## src/hw/rtl/pdks_pkg.sv

```systemverilog
package pdks_pkg;

    localparam int K_NEAREST_DEF = 25;
    localparam int RANK_W = 6;
    localparam int VOXEL_W = 16;
    localparam int DIST_W = 48;
    localparam int SQ_W = 33;
    localparam int APB_AW = 4;
    localparam int APB_DW = 64;
    localparam int S_DATA_W = 32;
    localparam int S_USER_W = 2;
    localparam int M_DATA_W = 72;

    localparam logic [DIST_W-1:0] CEILING_RESET = 48'd9999999;
    localparam logic CEILING_REG_IDX = 1'b0;

    typedef struct packed {
        logic take;
        logic load;
        logic [RANK_W-1:0] rank;
        logic last;
    } cmd_t;

    typedef struct packed {
        logic busy;
    } status_t;

endpackage

```

## src/hw/rtl/pdks_ctrl.sv

```systemverilog
module pdks_ctrl
    import pdks_pkg::*;
#(
    parameter int K_NEAREST = K_NEAREST_DEF
) (
    input  logic    aclk,
    input  logic    aresetn,
    input  logic    s_tvalid,
    input  logic    s_tlast,
    output logic    s_tready,
    output logic    m_tvalid,
    input  logic    m_tready,
    input  status_t status,
    output cmd_t    cmd
);

    typedef enum logic [1:0] {
        RUN,
        DRAIN,
        EMIT
    } state_t;

    state_t state_reg;
    logic [RANK_W-1:0] rank_reg;
    logic m_tvalid_reg;
    logic out_free;
    logic at_last;

    assign out_free = !m_tvalid_reg || m_tready;
    assign at_last = (rank_reg == RANK_W'(K_NEAREST - 1));

    assign s_tready = (state_reg == RUN);
    assign cmd.take = s_tready && s_tvalid;
    assign cmd.load = (state_reg == EMIT) && out_free;
    assign cmd.rank = rank_reg;
    assign cmd.last = at_last;
    assign m_tvalid = m_tvalid_reg;

    always_ff @(posedge aclk) begin
        if (!aresetn) begin
            state_reg <= RUN;
            rank_reg <= '0;
            m_tvalid_reg <= 1'b0;
        end else begin
            if (m_tready) begin
                m_tvalid_reg <= 1'b0;
            end
            case (state_reg)
                RUN: begin
                    if (s_tvalid && s_tlast) begin
                        state_reg <= DRAIN;
                    end
                end
                DRAIN: begin
                    rank_reg <= '0;
                    if (!status.busy) begin
                        state_reg <= EMIT;
                    end
                end
                EMIT: begin
                    if (out_free) begin
                        m_tvalid_reg <= 1'b1;
                        rank_reg <= rank_reg + 1'b1;
                        if (at_last) begin
                            state_reg <= RUN;
                        end
                    end
                end
                default: begin
                    state_reg <= RUN;
                end
            endcase
        end
    end

endmodule

```

## config.mk

```make
export PLATFORM = sky130hd
export DESIGN_NAME = pdks_ctrl
export DESIGN_NICKNAME = d
export VERILOG_FILES = /design/src/hw/rtl/pdks_pkg.sv /design/src/hw/rtl/pdks_ctrl.sv
export SDC_FILE = /design/constraint.sdc
export NUM_CORES = 1
export LEC_CHECK = 0
export BUFFER_PORTS_ARGS = -buffer_cell sky130_fd_sc_hd__clkbuf_2
export CAP_MARGIN = 20
export CELL_PAD_IN_SITES_DETAIL_PLACEMENT = 0
export CELL_PAD_IN_SITES_GLOBAL_PLACEMENT = 1
export CORE_MARGIN = 2
export CORE_UTILIZATION = 36
export CTS_BUF_LIST = sky130_fd_sc_hd__clkbuf_4 sky130_fd_sc_hd__clkbuf_8
export CTS_CLUSTER_SIZE = 16
export DETAILED_ROUTE_END_ITERATION = 8
export PLACE_DENSITY_LB_ADDON = 0.1
export SKIP_CTS_REPAIR_TIMING = 1
export SYNTH_ARGS = -nofsm -noshare
export SYNTH_HDL_FRONTEND = slang
export SYNTH_SLANG_ARGS = --single-unit
```

## constraint.sdc

```tcl
create_clock -name aclk -period 1.5 [get_ports aclk]
set_clock_uncertainty 0.05 [all_clocks]
set_input_delay 0.15 -clock aclk [delete_from_list [all_inputs] [get_ports aclk]]
set_output_delay 0.15 -clock aclk [all_outputs]
set_load 0.01 [all_outputs]
```

==> metrics <==
multi-input logic area=307 µm²; WL/cell=12.1 µm; Post-Syn Area=495 µm²; Period Utilization, post-route=95.4%; CP max stage delay=0.37 ns; max_slew headroom=76.0%; LEAKAGE=0.000269 µW; Worst Path Buf+Inv=1; DRT iter0 DRCs=9; Peak VDD IR=0.000447 V; antenna violations before repair=0; top cells by area, synth=dfxtp_1, a21oi_1, ha_1; Worst Path Max Fanout=3; clk sinks=9; status=completed; PortBufs=16; hpwl dp=789 µm; RSZ-0062 raised after global routing=true; DRC viols=0; reg2reg start=rank_reg[0]; Die Y=41.1 µm; CP required=1.62 ns; Post-Syn Nets=66; Area Growth Syn to Fin=32.6%; count of final hold-check violations=0; CTS clk-pin slew, worst paths=0.06 ns; sequential share of the synthesized area=36.4%; register bit count reported by yosys=9; Avg Vias per Cell=5.28; DIE AREA=1690 µm²; number of enable flip-flop cells after synthesis=0; fraction of registers with async set/reset=0%; # setup viols final=0; syn_area_per_cell=8.54 µm²; largest net degree at the start of global routing=11; Reg-to-Reg End=rank_reg[2]; H-tree depth=1; FF+latch area=188 µm²; Netlist cell types=29; f_max=0.699 GHz; Worst Setup End Kind=register; power per cell area=779 nW/µm²; most frequent cell after synthesis=dfxtp_1; Vias=491; Starting Density=38.1%; Clock Latency Late Sink=0.26 ns; crit-path cells=buf_4, ha_1, or3_1, a311oi_1; Overall Power=512 µW; clock buffer count from CTS=3; worst slew pin tran=0.356 ns; largest area contributor in the netlist=dfxtp_1; setup ws final=0.0686 ns; area share of the largest cell type after synthesis=36.4%; Pre-Repair DR Iteration Count=4; CP endpoint=rank_reg[2]; antenna-violating nets left=0; I/O pin total=17; min-delay worst type=in -> reg; TritonCTS clock tree=done; ANT cells=0; number of cells on the critical path=4; layout cells sized above 1=38.5%; Filler cells=146; CP max stage cell=or3_1; post-route minimum period=1.43 ns; synth warn=0; gr usage total=16.3%; CP startpoint kind=register; Die X=41.1 µm; Placer Congestion=0.672; GRT overflow=0; nets=87; Slew Limit Fails=0; kind of critical path=reg -> reg; final wirelength=1120 µm; Worst R2R Path Depth=4; root buffer cell=clkbuf_4; worst path arrival time=1.55 ns; post-place setup slack=0.106 ns; Core ar.=1300 µm²; number of global-route vias before repair=395; top_reg_cell synth=dfxtp_1; Synth Instances=58; first-pass GRT wire length=1770 µm; reg2reg setup slack=0.07 ns; Commonest cells post-synth=dfxtp_1, a21oi_1, nand3_1; Longest Clk Path Bufs=2; Largest register FFs=6; row cnt=13; Crit path max-delay family=simple AND/OR/NAND/NOR gates; MaxCap Viol Count=0; critical path startpoint=rank_reg[0]
==> cell families after synthesis <==
group                      share of synthesized area, %
AOI/OAI and AO/OA                                  16.9
adders and majority gates                          5.05
buffers and inverters                              7.07
DFF                                                36.4
muxes                                              4.04
and+or+nand+nor                                    30.6
==> stage by stage <==
| step | std cells | area [µm²] | hold slack (ns) | TNS [ns] | util (%) |
|---|---|---|---|---|---|
| final | 93 | 657 | 0.0479 | 0 | 50.5 |
| after detailed placement | 87 | 578 | 0.320 | 0 | 44.4 |
| after global placement | 87 | 578 | 0.312 | 0 | 44.4 |
| after floorplan | 58 | 495 | 0.206 | 0 | - |
| after CTS | 91 | 608 | 0.0462 | -0.0569 | 46.7 |
| after global routing | 93 | 657 | 0.0478 | -0.0171 | 50.5 |
==> report_power, final <==
part / total, µW / internal [µW] / switching [µW]
registers: 246 / 241 / 4.91
logic: 59.9 / 27.0 / 32.9
clock network: 206 / 121 / 85.0
==> cell usage in the layout, fill, tap and decap left out <==
cell type  synthesis  layout
and2_1             1       1
nand2_1            3       3
nor3_1             1       1
buf_4              1       3
a21oi_1            5       5
and2b_1            1       1
o21ai_0            1       1
inv_2              0       2
or2b_1             1       1
nor4_2             0       1
nand4b_1           1       1
o211ai_1           2       2
a31oi_1            1       1
and3b_1            1       1
nand2b_1           4       4
nand3_1            5       5
mux2i_1            2       2
nor4b_1            1       1
o31ai_1            2       2
or3_1              1       1
ha_1               2       1
nor2b_4            0       1
o311ai_0           1       1
dfxtp_1            9       7
nor2_1             3       3
or4_1              1       1
dfxtp_4            0       2
a311oi_1           1       1
clkbuf_4           0       4
clkbuf_2           0      15
buf_2              1       1
inv_1              3       1
ha_4               0       1
==> metal layers <==
metal	vias up	global-route usage, %	part of all wire, %
li1	252	-	-
met1	227	23.0	51
met2	10	22.3	43
met3	2	3.26	4.4
met4	0	9.68	0.89
met5	-	0	0
==> worst reg2reg max path: stages (launching register included) <==
cell	delay [ns]
dfxtp_4	0.35
buf_4	0.13
ha_1	0.21
or3_1	0.37
a311oi_1	0.24
==> layout make-up <==
class / instances / area share, %
multi-input cells: 43 / 46.7
flip-flops and latches: 9 / 28.6
repair buffers: 19 / 15.6
clock buffers: 4 / 4.57
well taps: 15 / 2.86
inverters: 3 / 1.71
==> how the worst min path moves through the flow <==
stage / slack (ns) / start / cells after the start / end
after floorplan: 0.21 / status / 1 / state_reg[1]
after global placement: 0.31 / status / 2 / state_reg[1]
after detailed placement: 0.32 / status / 2 / state_reg[1]
after CTS: 0.05 / status / 2 / state_reg[1]
after global routing: 0.05 / status / 2 / state_reg[1]
final: 0.05 / status / 2 / state_reg[1]
No activity file was read; power rests on OpenSTA's default activity.
